`config.mk`:
```
export PLATFORM = sky130hd
export DESIGN_NAME = fragment_header_parser_flat
export DESIGN_NICKNAME = d
export VERILOG_FILES = /design/src/rtl/core/fhp_pkg.sv /design/src/rtl/core/fhp_if.sv /design/src/rtl/core/fhp_in_reg.sv /design/src/rtl/core/fhp_parse.sv /design/src/rtl/core/fhp_out_reg.sv /design/src/rtl/core/fragment_header_parser.sv /design/src/flat_wrapper.sv
export SDC_FILE = /design/constraint.sdc
export NUM_CORES = 1
export LEC_CHECK = 0
export BUFFER_PORTS_ARGS = -buffer_cell sky130_fd_sc_hd__buf_2
export CAP_MARGIN = 20
export CELL_PAD_IN_SITES_DETAIL_PLACEMENT = 1
export CELL_PAD_IN_SITES_GLOBAL_PLACEMENT = 1
export CORE_MARGIN = 2
export CORE_UTILIZATION = 42
export CTS_BUF_LIST = sky130_fd_sc_hd__clkbuf_8 sky130_fd_sc_hd__clkbuf_16
export CTS_CLUSTER_SIZE = 10
export DETAILED_ROUTE_END_ITERATION = 6
export GPL_TIMING_DRIVEN = 0
export PLACE_DENSITY = 0.76
export SLEW_MARGIN = 25
export SYNTH_ARGS = -nofsm -noshare
export SYNTH_HDL_FRONTEND = slang
export SYNTH_SLANG_ARGS = --single-unit
export TNS_END_PERCENT = 20
```
`constraint.sdc`:
```
create_clock -name clock -period 5.2 [get_ports clock]
set_clock_uncertainty 0.2 [all_clocks]
set_input_delay 0.52 -clock clock [delete_from_list [all_inputs] [get_ports clock]]
set_output_delay 0.52 -clock clock [all_outputs]
set_load 0.03 [all_outputs]
```
`src/rtl/core/fhp_pkg.sv`:
```
// Package for the fragment header parser: header layout constants, status codes,
// item types and the digit helper functions.
// Depends on nothing; every other file of the block imports it.
package fhp_pkg;

   // Header layout: index digits, separator, count digits, separator.
   localparam int INDEX_DIGITS = 2;
   localparam int COUNT_DIGITS = 2;
   localparam int HDR_LEN      = INDEX_DIGITS + 1 + COUNT_DIGITS + 1;
   localparam int POS_W        = $clog2(HDR_LEN);

   // Field widths.
   localparam int BYTE_W   = 8;
   localparam int ACC_W    = 11;
   localparam int DIGIT_W  = 6;
   // Widest value of acc * 36 + 35 before saturation.
   localparam int WIDE_W   = ACC_W + DIGIT_W;

   localparam logic [ACC_W-1:0] ACC_MAX = {ACC_W{1'b1}};

   // ASCII codes for the digit ranges.
   localparam logic [BYTE_W-1:0] CHAR_0 = 8'h30;
   localparam logic [BYTE_W-1:0] CHAR_9 = 8'h39;
   localparam logic [BYTE_W-1:0] CHAR_A = 8'h41;
   localparam logic [BYTE_W-1:0] CHAR_Z = 8'h5A;
   localparam logic [DIGIT_W-1:0] LETTER_BASE = 6'd10;

   // Result status codes.
   typedef enum logic [2:0] {
      ST_OK        = 3'd0,
      ST_SHORT     = 3'd1,
      ST_BAD_SEP   = 3'd2,
      ST_BAD_DIGIT = 3'd3,
      ST_BAD_COUNT = 3'd4
   } status_type;

   // Payload of one input item.
   typedef struct packed {
      logic [BYTE_W-1:0] data_byte;
      logic              is_last;
   } req_item_type;

   // Payload of one result item.
   typedef struct packed {
      status_type       status;
      logic [ACC_W-1:0] frag_index;
      logic [ACC_W-1:0] frag_count;
   } rsp_item_type;

   // True when the byte is an uppercase base-36 digit.
   function automatic logic is_digit(input logic [BYTE_W-1:0] b);
      is_digit = ((b >= CHAR_0) && (b <= CHAR_9)) || ((b >= CHAR_A) && (b <= CHAR_Z));
   endfunction

   // Digit value 0..35; only meaningful when is_digit holds.
   function automatic logic [DIGIT_W-1:0] digit_value(input logic [BYTE_W-1:0] b);
      logic [BYTE_W-1:0] diff;
      if (b <= CHAR_9) begin
         diff = b - CHAR_0;
         digit_value = diff[DIGIT_W-1:0];
      end else begin
         diff = b - CHAR_A;
         digit_value = diff[DIGIT_W-1:0] + LETTER_BASE;
      end
   endfunction

   // acc * 36 + d, saturating at the accumulator's largest value.
   function automatic logic [ACC_W-1:0] acc_step(input logic [ACC_W-1:0] acc,
                                                 input logic [DIGIT_W-1:0] d);
      logic [WIDE_W-1:0] wide;
      wide = ({{DIGIT_W{1'b0}}, acc} << 5) + ({{DIGIT_W{1'b0}}, acc} << 2)
           + {{ACC_W{1'b0}}, d};
      if (wide > {{DIGIT_W{1'b0}}, ACC_MAX}) begin
         acc_step = ACC_MAX;
      end else begin
         acc_step = wide[ACC_W-1:0];
      end
   endfunction

endpackage

```
`src/rtl/core/fhp_if.sv`:
```
// Channel interfaces for the fragment header parser: byte input, result output and
// separator register write. Each carries valid, ready and its payload.
// Depends on fhp_pkg for field widths and the status type.
interface fhp_req_if;
   import fhp_pkg::*;
   logic              valid;
   logic              ready;
   logic [BYTE_W-1:0] data_byte;
   logic              is_last;
   modport source (output valid, output data_byte, output is_last, input ready);
   modport sink   (input valid, input data_byte, input is_last, output ready);
endinterface

interface fhp_rsp_if;
   import fhp_pkg::*;
   logic             valid;
   logic             ready;
   status_type       status;
   logic [ACC_W-1:0] frag_index;
   logic [ACC_W-1:0] frag_count;
   modport source (output valid, output status, output frag_index, output frag_count,
                   input ready);
   modport sink   (input valid, input status, input frag_index, input frag_count,
                   output ready);
endinterface

interface fhp_csr_if;
   import fhp_pkg::*;
   logic              valid;
   logic              ready;
   logic [BYTE_W-1:0] separator_char;
   modport source (output valid, output separator_char, input ready);
   modport sink   (input valid, input separator_char, output ready);
endinterface

```
`src/rtl/core/fhp_in_reg.sv`:
```
// Input register of the fragment header parser: holds one accepted byte item until
// the parse stage takes it. Depends on fhp_pkg.
module fhp_in_reg (
   input  logic                  clock,
   input  logic                  reset,
   input  logic                  in_valid,
   output logic                  in_ready,
   input  fhp_pkg::req_item_type in_item,
   output logic                  out_valid,
   input  logic                  out_take,
   output fhp_pkg::req_item_type out_item
);
   import fhp_pkg::*;

   logic         valid_ff;
   logic         valid_in;
   req_item_type item_ff;

   // The register frees up in the same cycle that the parse stage takes its item.
   assign in_ready = !valid_ff || out_take;
   assign valid_in = in_ready ? in_valid : valid_ff;

   always_ff @(posedge clock) begin
      if (reset) begin
         valid_ff <= 1'b0;
      end else begin
         valid_ff <= valid_in;
      end
   end

   // Payload loads on every accepted item.
   always_ff @(posedge clock) begin
      if (in_valid && in_ready) begin
         item_ff <= in_item;
      end
   end

   assign out_valid = valid_ff;
   assign out_item  = item_ff;

endmodule

```
`src/rtl/core/fhp_parse.sv`:
```
// Parse stage of the fragment header parser: per-fragment state, digit accumulation,
// separator checks and result formation for one byte item per cycle, unless a result waits for room.
// Depends on fhp_pkg.
module fhp_parse (
   input  logic                  clock,
   input  logic                  reset,
   input  logic                  csr_write,
   input  logic [7:0]            csr_data,
   input  logic                  item_valid,
   input  fhp_pkg::req_item_type item,
   output logic                  item_take,
   input  logic                  rsp_free,
   output logic                  rsp_load,
   output fhp_pkg::rsp_item_type rsp_item
);
   import fhp_pkg::*;

   localparam logic [POS_W-1:0] POS_SEP1 = POS_W'(INDEX_DIGITS);
   localparam logic [POS_W-1:0] POS_LAST = POS_W'(HDR_LEN - 1);

   logic [BYTE_W-1:0] sep_ff;
   logic [POS_W-1:0]  pos_ff,   pos_in;
   logic [ACC_W-1:0]  idx_ff,   idx_in;
   logic [ACC_W-1:0]  cnt_ff,   cnt_in;
   logic              serr_ff,  serr_in;
   logic              derr_ff,  derr_in;
   logic              done_ff,  done_in;

   logic              emit;
   logic              good_digit;
   logic [DIGIT_W-1:0] dval;
   logic              sep_bad;
   logic              serr_final;
   status_type        st;

   // Separator register; the user must write it only while the block is idle (not enforced here).
   always_ff @(posedge clock) begin
      if (reset) begin
         sep_ff <= '0;
      end else if (csr_write) begin
         sep_ff <= csr_data;
      end
   end

   assign good_digit = is_digit(item.data_byte);
   assign dval       = digit_value(item.data_byte);
   assign sep_bad    = item.data_byte != sep_ff;
   assign serr_final = serr_ff || sep_bad;

   // Status of a completed header: separator, then digit, then count checks.
   always_comb begin
      if (serr_final) begin
         st = ST_BAD_SEP;
      end else if (derr_ff) begin
         st = ST_BAD_DIGIT;
      end else if ((cnt_ff == '0) || (idx_ff >= cnt_ff)) begin
         st = ST_BAD_COUNT;
      end else begin
         st = ST_OK;
      end
   end

   // Next fragment state and the result this byte produces, if any.
   always_comb begin
      pos_in   = pos_ff;
      idx_in   = idx_ff;
      cnt_in   = cnt_ff;
      serr_in  = serr_ff;
      derr_in  = derr_ff;
      done_in  = done_ff;
      emit     = 1'b0;
      rsp_item = '{status: ST_SHORT, frag_index: '0, frag_count: '0};
      if (!done_ff) begin
         if (pos_ff == POS_LAST) begin
            serr_in  = serr_final;
            done_in  = 1'b1;
            emit     = 1'b1;
            rsp_item.status = st;
            if (st == ST_OK) begin
               rsp_item.frag_index = idx_ff;
               rsp_item.frag_count = cnt_ff;
            end
         end else begin
            if (pos_ff < POS_SEP1) begin
               if (good_digit) begin
                  idx_in = acc_step(idx_ff, dval);
               end else begin
                  derr_in = 1'b1;
               end
            end else if (pos_ff == POS_SEP1) begin
               if (sep_bad) begin
                  serr_in = 1'b1;
               end
            end else begin
               if (good_digit) begin
                  cnt_in = acc_step(cnt_ff, dval);
               end else begin
                  derr_in = 1'b1;
               end
            end
            pos_in = pos_ff + 1'b1;
            // Fragment ended before its header did.
            if (item.is_last) begin
               emit = 1'b1;
            end
         end
      end
      // The last byte readies the parser for the next fragment.
      if (item.is_last) begin
         pos_in  = '0;
         idx_in  = '0;
         cnt_in  = '0;
         serr_in = 1'b0;
         derr_in = 1'b0;
         done_in = 1'b0;
      end
   end

   // An item that yields a result waits for room in the output register.
   assign item_take = item_valid && (!emit || rsp_free);
   assign rsp_load  = item_take && emit;

   always_ff @(posedge clock) begin
      if (reset) begin
         pos_ff  <= '0;
         idx_ff  <= '0;
         cnt_ff  <= '0;
         serr_ff <= 1'b0;
         derr_ff <= 1'b0;
         done_ff <= 1'b0;
      end else if (item_take) begin
         pos_ff  <= pos_in;
         idx_ff  <= idx_in;
         cnt_ff  <= cnt_in;
         serr_ff <= serr_in;
         derr_ff <= derr_in;
         done_ff <= done_in;
      end
   end

endmodule

```
`src/rtl/core/fhp_out_reg.sv`:
```
// Output register of the fragment header parser: holds one result item until the
// consumer takes it. Depends on fhp_pkg.
module fhp_out_reg (
   input  logic                  clock,
   input  logic                  reset,
   input  logic                  load,
   input  fhp_pkg::rsp_item_type load_item,
   output logic                  free,
   output logic                  out_valid,
   input  logic                  out_ready,
   output fhp_pkg::rsp_item_type out_item
);
   import fhp_pkg::*;

   logic         valid_ff;
   logic         valid_in;
   rsp_item_type item_ff;

   // Room for a new result when empty or when the held one leaves this cycle.
   assign free     = !valid_ff || out_ready;
   assign valid_in = load || (valid_ff && !out_ready);

   always_ff @(posedge clock) begin
      if (reset) begin
         valid_ff <= 1'b0;
      end else begin
         valid_ff <= valid_in;
      end
   end

   always_ff @(posedge clock) begin
      if (load) begin
         item_ff <= load_item;
      end
   end

   assign out_valid = valid_ff;
   assign out_item  = item_ff;

endmodule

```
`src/rtl/core/fragment_header_parser.sv`:
```
// Top level of the fragment header parser: input register, parse stage and output
// register. Depends on fhp_pkg, the fhp interfaces and the fhp_* modules.
//
//   Port     Direction  Payload                               Moves
//   req_ch   in         data_byte, is_last                    one fragment byte
//   rsp_ch   out        status, frag_index, frag_count        one header result
//   csr_ch   in         separator_char                        separator register write
//
// One byte item is accepted per cycle while the input register has room. A result is
// loaded into the output register when the parse stage takes the byte that completes (or
// cuts short) a header, so it passes the input register and then the output register.
// While a result waits, bytes that yield no result still pass through; a byte that
// yields one waits in the input register, which then refuses new bytes.
// Synchronous reset clears the separator to zero and the fragment state.
module fragment_header_parser (
   input logic       clock,
   input logic       reset,
   fhp_req_if.sink   req_ch,
   fhp_rsp_if.source rsp_ch,
   fhp_csr_if.sink   csr_ch
);
   import fhp_pkg::*;

   req_item_type req_item;
   req_item_type stage_item;
   rsp_item_type parse_item;
   rsp_item_type out_item;
   logic         stage_valid;
   logic         stage_take;
   logic         rsp_free;
   logic         rsp_load;
   logic         req_ready;

   assign req_item.data_byte = req_ch.data_byte;
   assign req_item.is_last   = req_ch.is_last;
   assign req_ch.ready       = req_ready;

   // The separator register takes a write in any cycle.
   assign csr_ch.ready = 1'b1;

   fhp_in_reg u_in_reg (
      .clock     (clock),
      .reset     (reset),
      .in_valid  (req_ch.valid),
      .in_ready  (req_ready),
      .in_item   (req_item),
      .out_valid (stage_valid),
      .out_take  (stage_take),
      .out_item  (stage_item)
   );

   fhp_parse u_parse (
      .clock      (clock),
      .reset      (reset),
      .csr_write  (csr_ch.valid),
      .csr_data   (csr_ch.separator_char),
      .item_valid (stage_valid),
      .item       (stage_item),
      .item_take  (stage_take),
      .rsp_free   (rsp_free),
      .rsp_load   (rsp_load),
      .rsp_item   (parse_item)
   );

   fhp_out_reg u_out_reg (
      .clock     (clock),
      .reset     (reset),
      .load      (rsp_load),
      .load_item (parse_item),
      .free      (rsp_free),
      .out_valid (rsp_ch.valid),
      .out_ready (rsp_ch.ready),
      .out_item  (out_item)
   );

   assign rsp_ch.status     = out_item.status;
   assign rsp_ch.frag_index = out_item.frag_index;
   assign rsp_ch.frag_count = out_item.frag_count;

endmodule

```
`src/flat_wrapper.sv`:
```
// flat-port wrapper written by rule: the top's interface ports become plain ports
module fragment_header_parser_flat import fhp_pkg::*;
  (clock, reset, req_ch_valid, req_ch_data_byte, req_ch_is_last, req_ch_ready, rsp_ch_valid, rsp_ch_status, rsp_ch_frag_index, rsp_ch_frag_count, rsp_ch_ready, csr_ch_valid, csr_ch_separator_char, csr_ch_ready);
  fhp_req_if req_ch_i ();
  fhp_rsp_if rsp_ch_i ();
  fhp_csr_if csr_ch_i ();
  input logic clock;
  input logic reset;
  input wire logic [$bits(req_ch_i.valid)-1:0] req_ch_valid;
  input wire logic [$bits(req_ch_i.data_byte)-1:0] req_ch_data_byte;
  input wire logic [$bits(req_ch_i.is_last)-1:0] req_ch_is_last;
  output wire logic [$bits(req_ch_i.ready)-1:0] req_ch_ready;
  output wire logic [$bits(rsp_ch_i.valid)-1:0] rsp_ch_valid;
  output wire logic [$bits(rsp_ch_i.status)-1:0] rsp_ch_status;
  output wire logic [$bits(rsp_ch_i.frag_index)-1:0] rsp_ch_frag_index;
  output wire logic [$bits(rsp_ch_i.frag_count)-1:0] rsp_ch_frag_count;
  input wire logic [$bits(rsp_ch_i.ready)-1:0] rsp_ch_ready;
  input wire logic [$bits(csr_ch_i.valid)-1:0] csr_ch_valid;
  input wire logic [$bits(csr_ch_i.separator_char)-1:0] csr_ch_separator_char;
  output wire logic [$bits(csr_ch_i.ready)-1:0] csr_ch_ready;
  assign req_ch_i.valid = req_ch_valid;
  assign req_ch_i.data_byte = req_ch_data_byte;
  assign req_ch_i.is_last = req_ch_is_last;
  assign req_ch_ready = req_ch_i.ready;
  assign rsp_ch_valid = rsp_ch_i.valid;
  assign rsp_ch_status = rsp_ch_i.status;
  assign rsp_ch_frag_index = rsp_ch_i.frag_index;
  assign rsp_ch_frag_count = rsp_ch_i.frag_count;
  assign rsp_ch_i.ready = rsp_ch_ready;
  assign csr_ch_i.valid = csr_ch_valid;
  assign csr_ch_i.separator_char = csr_ch_separator_char;
  assign csr_ch_ready = csr_ch_i.ready;
  fragment_header_parser u_core (.clock(clock), .reset(reset), .req_ch(req_ch_i), .rsp_ch(rsp_ch_i), .csr_ch(csr_ch_i));
endmodule
```
==> flow_summary.rst, run 1 <==
.. list-table::
   :header-rows: 1

   * - Metric
     - Value
   * - Peak ir drop on the vdd network
     - 137.6 uV
   * - Highest fanout seen on the critical path
     - 9
   * - Max Clock Freq
     - 199.9 MHz
   * - Asr flop ratio synth
     - 0%
   * - Total design power
     - 1.427 mW
   * - Pin count of the biggest net entering global routing
     - 26
   * - Worst skew pair latency
     - 0.34 ns
   * - Core area
     - 11370 um^2
   * - Share of cell area taken by muxes after synthesis
     - 2.078%
   * - Overall die width
     - 111.8 um
   * - Number of synthesized register bits
     - 72
   * - Final setup fails
     - 0
   * - Share of the synthesized netlist area taken by xor and xnor gates
     - 5.387%
   * - Classification of the worst setup path
     - flop to flop
   * - Global placement routability congestion
     - 0.7652
   * - Reg-to-reg critical path startpoint
     - u_core.u_in_reg.out_item[1]
   * - Routed via count
     - 4106
   * - Largest cells by area after synthesis
     - edfxtp_1, ha_1, dfxtp_1
   * - Count of mapped cells out of synthesis
     - 506
   * - Htree depth
     - 3
   * - RSZ-0062 raised after global routing
     - yes
   * - Data arrival at the endpoint of the critical path
     - 5.02 ns
   * - Largest family of logic cells by synthesized area
     - compound AO/OA/AOI/OAI gates
   * - Startpoint class of the critical path
     - flop
   * - Initial antenna violation count
     - 0
   * - Root cell of the clock tree
     - clkbuf_16
   * - Max Transition Viols Final
     - 0
   * - Number of warnings issued by yosys
     - 0
   * - Leakage power figure
     - 2.523 nW
   * - Total iterations of the first detailed-routing run
     - 4
   * - Count of inserted antenna diode cells
     - 0
   * - Clock tree from TritonCTS
     - done
   * - Per-instance average area after synthesis
     - 9.639 um^2
   * - Hold crit path type
     - input port to flop
   * - Global-route total usage across every layer
     - 21.32%
   * - Fin crit period
     - 5.002 ns
   * - Final period utilization
     - 96.18%
   * - Congestion Overflow GR
     - 0
   * - Number of synthesized flops with an enable pin
     - 34
   * - Worst setup EP type
     - flop
   * - Placed Cells incl. Taps
     - 696
   * - Capture point of the critical path
     - u_core.u_parse.cnt_ff[7]
   * - Synth Flop Type
     - dfxtp_1
   * - Final ANT Viol Nets
     - 0
   * - Maxcap violations
     - 0
   * - Iteration-0 DRC count of the detailed router
     - 165
   * - Count of hold buffers inserted by post-cts repair
     - 0
   * - Simple-gate share of the synthesized area
     - 15.08%
   * - Number of clock buffers inserted by TritonCTS
     - 9
   * - Effective utilization at floorplan
     - 42.90%
   * - Number of remaining DRC errors
     - 0
   * - Reg clk slew, reported paths
     - 0.06 ns
   * - Final hold slack
     - 0.1555 ns
   * - Least-Margin Pin Slew
     - 0.7803 ns
   * - Area Growth Syn to Fin
     - 17.75%
   * - R2r endpoint
     - u_core.u_parse.cnt_ff[7]
   * - Cell type with the highest aggregate area in the netlist
     - edfxtp_1
   * - HPWL reported at the end of detailed placement
     - 9.307 mm
   * - Number of global-route vias before repair
     - 4405
   * - Global-route wire length before repair
     - 21.60 mm
   * - Vias per Instance
     - 5.727
   * - Run status
     - finished, final reports clean
   * - Maximum buffer depth of the clock tree
     - 2
   * - Port Buffer Count
     - 47
   * - WL/cell
     - 17.59 um
   * - Share of layout cells above drive strength 1
     - 15.68%
   * - Adder-cell area share of the yosys netlist
     - 17.50%
   * - Count of different cell masters after synthesis
     - 60
   * - DP Area
     - 5299 um^2
   * - Die span in y
     - 111.8 um
   * - Final-stage net count
     - 658
   * - # clock sinks
     - 72
   * - Power per Cell Area
     - 248.5 nW/um^2
   * - Net count of the mapped netlist
     - 595
   * - Sequential share of the synthesized area
     - 36.53%
   * - Number of standard cells in the layout, taps in and fillers out
     - 717
   * - Number of filler instances in the final layout
     - 1324
   * - Start point of the critical path
     - u_core.u_in_reg.out_item[1]
   * - R2R setup slack
     - 0.20 ns
   * - Cells on worst reg2reg path
     - 19
   * - Area share of the largest cell type after synthesis
     - 20.93%
   * - Die outline area
     - 12490 um^2
   * - Row cnt
     - 39
   * - Netlist Area Pre-Place
     - 4877 um^2
   * - Wirelength, routed
     - 12.61 mm
   * - Final hold vios
     - 0
   * - Slew HR
     - 47.87%
   * - Sum of negative setup slack
     - 0 ns
   * - Final design instance area without fill
     - 5743 um^2
   * - Required time of the worst setup path
     - 5.22 ns
   * - Synthesized-area fraction occupied by ao, oa, aoi and oai cells
     - 19.81%
   * - Number of top-level design ports
     - 50
[flip-flops by register name, indices dropped and copies added (netlist names)]
register,flops
u_core.u_out_reg.out_item,25
u_core.u_parse.cnt_ff,11
u_core.u_parse.idx_ff,11
u_core.u_in_reg.out_item,9
u_core.u_parse.sep_ff,8
u_core.u_parse.pos_ff,3
u_core.u_in_reg.out_valid,1
u_core.u_out_reg.out_valid,1
u_core.u_parse.derr_ff,1
u_core.u_parse.done_ff,1
u_core.u_parse.serr_ff,1
[how the worst min path moves through the flow]
stage,from,endpoint,slack (ns),cells after the start
finish,req_ch_data_byte[4],u_core.u_in_reg.out_item[5],0.16,1
floorplan,u_core.u_parse.derr_ff,u_core.u_parse.derr_ff,0.26,1
CTS,req_ch_data_byte[4],u_core.u_in_reg.out_item[5],0.15,1
global route,req_ch_data_byte[4],u_core.u_in_reg.out_item[5],0.14,1
global placement,u_core.u_parse.derr_ff,u_core.u_parse.derr_ff,0.28,1
detailed placement,u_core.u_parse.derr_ff,u_core.u_parse.derr_ff,0.30,1
[timing repair]
| action | in CTS | in global routing |
|---|---|---|
| endpoints found under the setup margin | 9 | 11 |
| pin swaps | 5 | 7 |
| buffers inserted | 5 | 0 |
| hold endpoints to repair | 0 | 0 |
| resized for setup | 5 | 16 |
[cell families after synthesis]
group	after synthesis
buf+inv	43
compound gates	137
simple gates	146
mux	10
flops	72
xor+xnor	30
fa+ha+maj	67
other cells	1
[cells in the mapped netlist, types with 4 or more instances]
master	count
a211oi_1	14
a21boi_0	5
a21o_1	16
a21oi_1	22
a311o_1	9
a31oi_1	5
and2_1	24
clkbuf_1	17
dfxtp_1	38
edfxtp_1	34
ha_1	65
inv_1	24
mux2i_1	9
nand2_1	23
nand2b_1	9
nand3_1	8
nor2_1	46
nor2b_1	7
nor3_1	8
nor4_1	7
o21a_1	5
o21ai_0	18
o21ai_1	9
o22ai_1	4
xnor2_1	15
xor2_1	15
[power breakdown]
part / leakage, nW / total (mW) / switching (mW) / internal [mW]
combinational: 1.75 / 0.148 / 0.0871 / 0.0606
sequential: 0.624 / 0.621 / 0.0129 / 0.608
clock: 0.152 / 0.659 / 0.256 / 0.402
[worst max-delay path, stage by stage, from the launching register on]
cell and delay [ns]:
edfxtp_1 0.46, ha_2 0.24, nor2_2 0.12, o21ai_2 0.07, o21a_2 0.25, buf_6 0.13, nand2b_4 0.14, xnor2_2 0.14
ha_2 0.21, ha_4 0.17, fa_2 0.35, a211oi_2 0.21, nor2_2 0.08, or4_1 0.42, a31oi_2 0.21, xnor2_1 0.08
or4_4 0.51, or3_4 0.39, buf_8 0.14, a311o_1 0.34
[layout by cell type, fill, tap and decap left out, drive strengths merged, types with 16 or more instances in the layout]
master / instances
nand2: 23
and2: 24
nor2: 46
edfxtp: 34
a21o: 16
inv: 27
o21ai: 27
ha: 65
buf: 54
clkbuf: 27
a21oi: 22
dfxtp: 38
[area by class of cell]
cell class                 count  area (um^2)  share of cell area (%)
sequential                    72         1782                   31.02
clock buffer                  10        250.2                   4.357
multi-input combinational    391         3013                   52.46
timing repair buffer          52        276.5                   4.815
buffer                        19        86.33                   1.503
inverter                      24        90.09                   1.569
clock inverter                 6        66.31                   1.155
tap                          143        178.9                   3.115
[through the flow]
step | setup WS (ns) | utilization (%)
after global routing | -0.02420 | 50.51
after detailed placement | -0.2805 | 46.61
final | 0.1984 | 50.51
after floorplan | 0.2786 | -
after CTS | 0.02633 | 49.82
after global placement | -0.1729 | 46.54
[metal layers]
layer,routed length [um],global-route usage [%],part of all wire (%)
met1,5553,25.77,44
met3,415,3.484,3.3
met2,6480,38.87,51
met5,0,0,0
met4,162,6.337,1.3
Power figures use the tool's default switching activity.
==> inputs of run 2 (changes only) <==
--- a/config.mk
+++ b/config.mk
@@ -10,12 +10,12 @@
 export CELL_PAD_IN_SITES_DETAIL_PLACEMENT = 1
 export CELL_PAD_IN_SITES_GLOBAL_PLACEMENT = 1
 export CORE_MARGIN = 2
-export CORE_UTILIZATION = 42
+export CORE_UTILIZATION = 50
 export CTS_BUF_LIST = sky130_fd_sc_hd__clkbuf_8 sky130_fd_sc_hd__clkbuf_16
 export CTS_CLUSTER_SIZE = 10
 export DETAILED_ROUTE_END_ITERATION = 6
 export GPL_TIMING_DRIVEN = 0
-export PLACE_DENSITY = 0.76
+export PLACE_DENSITY = 0.85
 export SLEW_MARGIN = 25
 export SYNTH_ARGS = -nofsm -noshare
 export SYNTH_HDL_FRONTEND = slang
==> constraint.sdc (replaced) <==
create_clock -name clock -period 6.5 [get_ports clock]
set_clock_uncertainty 0.2 [all_clocks]
set_input_delay 0.65 -clock clock [delete_from_list [all_inputs] [get_ports clock]]
set_output_delay 0.65 -clock clock [all_outputs]
set_load 0.03 [all_outputs]
==> run 2 against run 1 <==
  * Cell count is 2.1% lower
  * Design area is 3.7% lower
  * Non-clock buffer count is 5 lower
  * Clock power is 33% lower
  * First-iteration DRC count is 9.1% lower
  * Largest power group is now registers
  * Register-to-register slack better by 0.80 ns
  * Combinational power is 26% lower
  * Flip-flop and latch count stayed put
  * Largest cell class unchanged
==> flow_summary.rst, run 2 (synthesis results as in run 1) <==
.. list-table::
   :header-rows: 1

   * - Metric
     - Value
   * - Cells resized by post-CTS repair
     - 0 (was 5)
   * - Congestion Overflow GR
     - 0 (unchanged)
   * - Startpoint class of the critical path
     - flop (unchanged)
   * - Max Clock Freq
     - 181.8 MHz (was 199.9 MHz)
   * - Area Growth Syn to Fin
     - 13.39% (was 17.75%)
   * - Port Buffer Count
     - 47 (unchanged)
   * - Top library cells by usage in the layout, fill and taps aside
     - ha_1, buf_2, nor2_1 (unchanged)
   * - Global placement routability congestion
     - 0.8671 (was 0.7652)
   * - Required time of the worst setup path
     - 6.54 ns (was 5.22 ns)
   * - Highest fanout seen on the critical path
     - 9 (unchanged)
   * - Final ANT Viol Nets
     - 0 (unchanged)
   * - Total iterations of the first detailed-routing run
     - 4 (unchanged)
   * - Final hold vios
     - 0 (unchanged)
   * - Share of layout cells above drive strength 1
     - 12.13% (was 15.68%)
   * - Number of flip-flops under the largest register name
     - 25 (unchanged)
   * - Number of global-route vias before repair
     - 4304 (was 4405)
   * - Critical path cell sequence
     - inv_1 -> ha_1 -> nor2_1 -> o21ai_1 -> o21a_1 -> nor2_1 -> xor2_1 -> ha_1 -> ha_1 -> fa_1 -> a211oi_2 -> nor2_1 -> or4_1 -> a31oi_1 -> xnor2_1 -> or4_4 -> or3_1 -> buf_6 -> a311o_1 (was ha_2 -> nor2_2 -> o21ai_2 -> o21a_2 -> buf_6 -> nand2b_4 -> xnor2_2 -> ha_2 -> ha_4 -> fa_2 -> a211oi_2 -> nor2_2 -> or4_1 -> a31oi_2 -> xnor2_1 -> or4_4 -> or3_4 -> buf_8 -> a311o_1)
   * - Reg clk slew, reported paths
     - 0.08 ns (was 0.06 ns)
   * - Wirelength, routed
     - 12.78 mm (was 12.61 mm)
   * - Global-route wire length before repair
     - 20.88 mm (was 21.60 mm)
   * - Final setup fails
     - 0 (unchanged)
   * - Vias per Instance
     - 5.855 (was 5.727)
   * - Effective utilization at floorplan
     - 50.60% (was 42.90%)
   * - Number of filler instances in the final layout
     - 1149 (was 1324)
   * - Peak ir drop on the vdd network
     - 120.2 uV (was 137.6 uV)
   * - Worst skew pair latency
     - 0.36 ns (was 0.34 ns)
   * - Power per Cell Area
     - 188.9 nW/um^2 (was 248.5 nW/um^2)
   * - Htree depth
     - 3 (unchanged)
   * - Row cnt
     - 36 (was 39)
   * - WL/cell
     - 18.20 um (was 17.59 um)
   * - Classification of the worst setup path
     - flop to flop (unchanged)
   * - Final period utilization
     - 84.62% (was 96.18%)
   * - Die span in y
     - 102.8 um (was 111.8 um)
   * - Initial antenna violation count
     - 0 (unchanged)
   * - Max Transition Viols Final
     - 0 (unchanged)
   * - Global-route total usage across every layer
     - 25.54% (was 21.32%)
   * - Routed via count
     - 4110 (was 4106)
   * - Sum of negative setup slack
     - 0 ns (unchanged)
   * - Fin crit period
     - 5.500 ns (was 5.002 ns)
   * - Iteration-0 DRC count of the detailed router
     - 150 (was 165)
   * - Data arrival at the endpoint of the critical path
     - 5.54 ns (was 5.02 ns)
   * - Total design power
     - 1.045 mW (was 1.427 mW)
   * - Hold crit path type
     - input port to flop (unchanged)
   * - Worst setup EP type
     - flop (unchanged)
   * - Maximum buffer depth of the clock tree
     - 2 (unchanged)
   * - Count of hold buffers inserted by post-cts repair
     - 0 (unchanged)
   * - Clock tree from TritonCTS
     - done (unchanged)
   * - Crit-path max cell delay
     - 0.52 ns (was 0.51 ns)
   * - Least-Margin Pin Slew
     - 0.7384 ns (was 0.7803 ns)
   * - RSZ-0062 raised after global routing
     - no (was yes)
   * - Pin count of the biggest net entering global routing
     - 26 (unchanged)
   * - Number of clock buffers inserted by TritonCTS
     - 9 (unchanged)
   * - # Post-CTS Setup Buffers
     - 0 (was 5)
   * - # clock sinks
     - 72 (unchanged)
   * - Slew HR
     - 50.67% (was 47.87%)
   * - Number of top-level design ports
     - 50 (unchanged)
   * - Maxcap violations
     - 0 (unchanged)
   * - Standard cell with the maximum stage delay on the critical path
     - edfxtp_1 (was or4_4)
   * - Final hold slack
     - 0.2588 ns (was 0.1555 ns)
   * - Run status
     - finished, final reports clean (unchanged)
   * - Number of remaining DRC errors
     - 0 (unchanged)
   * - Die outline area
     - 10560 um^2 (was 12490 um^2)
   * - Leakage power figure
     - 2.451 nW (was 2.523 nW)
   * - Root cell of the clock tree
     - clkbuf_8 (was clkbuf_16)
   * - Leading cell type in the layout, fill and taps excluded
     - ha_1 (unchanged)
   * - Count of inserted antenna diode cells
     - 0 (unchanged)
   * - HPWL reported at the end of detailed placement
     - 9.597 mm (was 9.307 mm)
   * - Overall die width
     - 102.8 um (was 111.8 um)
   * - Core area
     - 9639 um^2 (was 11370 um^2)
   * - Final-stage net count
     - 653 (was 658)
run 2: cell count changes in the layout (fill, tap and decap cells not counted), moves of 3 or more:
cell / change
nor2_1: +3
clkbuf_16: -10
ha_2: -3
clkbuf_8: +9
buf_4: -4
ha_1: +4
run 2: report_power, final:
part / switching (mW) / leakage [nW] / internal, mW
Sequential: 0.0111 / 0.624 / 0.486
Combinational: 0.0661 / 1.71 / 0.0426
Clock: 0.184 / 0.119 / 0.255
run 2: cell type report:
| class | instances | area, um^2 | area share (%) |
|---|---|---|---|
| Inverter | 24 | 90.09 | 1.629 |
| Tap cell | 133 | 166.4 | 3.009 |
| Timing Repair Buffer | 47 | 235.2 | 4.253 |
| Sequential cell | 72 | 1782 | 32.22 |
| Buffer | 19 | 82.58 | 1.493 |
| Clock inverter | 7 | 120.1 | 2.172 |
| Multi-Input combinational cell | 391 | 2930 | 52.99 |
| Clock buffer | 9 | 123.9 | 2.240 |
run 2: stage by stage:
stage	util (%)	area, um^2	worst slack (ns)	instances
after floorplan	-	4877	1.579	506
after global placement	54.76	5279	1.116	686
after detailed placement	54.84	5286	1.026	686
after CTS	57.37	5530	0.9644	702
after global routing	57.37	5530	0.6566	702
final	57.37	5530	0.9996	702
run 2: critical path, delay by kind of cell (launching register included):
family	cells	cell delay, ns
compound gates	5	1.20
flops	1	0.52
buf+inv	2	0.23
fa+ha+maj	4	1.21
simple gates	6	1.67
xor+xnor	2	0.33
run 2: path summary, 6_finish.rpt:
path                                             startpoint                           to  slack (ns)  cells past startpoint
worst min-delay path                    req_ch_data_byte[3]  u_core.u_in_reg.out_item[4]        0.26                      1
worst max-delay path            u_core.u_in_reg.out_item[1]     u_core.u_parse.cnt_ff[6]         1.0                     19
worst min register to register       u_core.u_parse.derr_ff       u_core.u_parse.derr_ff        0.31                      1
worst max register to register  u_core.u_in_reg.out_item[1]     u_core.u_parse.cnt_ff[6]         1.0                     19
run 2: routing by layer:
layer | vias to the layer above | global-route usage [%] | wire length, um
met5 | - | 0 | 0
met4 | 0 | 8.806 | 253
met3 | 22 | 3.322 | 386
met2 | 82 | 47.81 | 6674
met1 | 2019 | 29.90 | 5461
li1 | 1987 | - | -
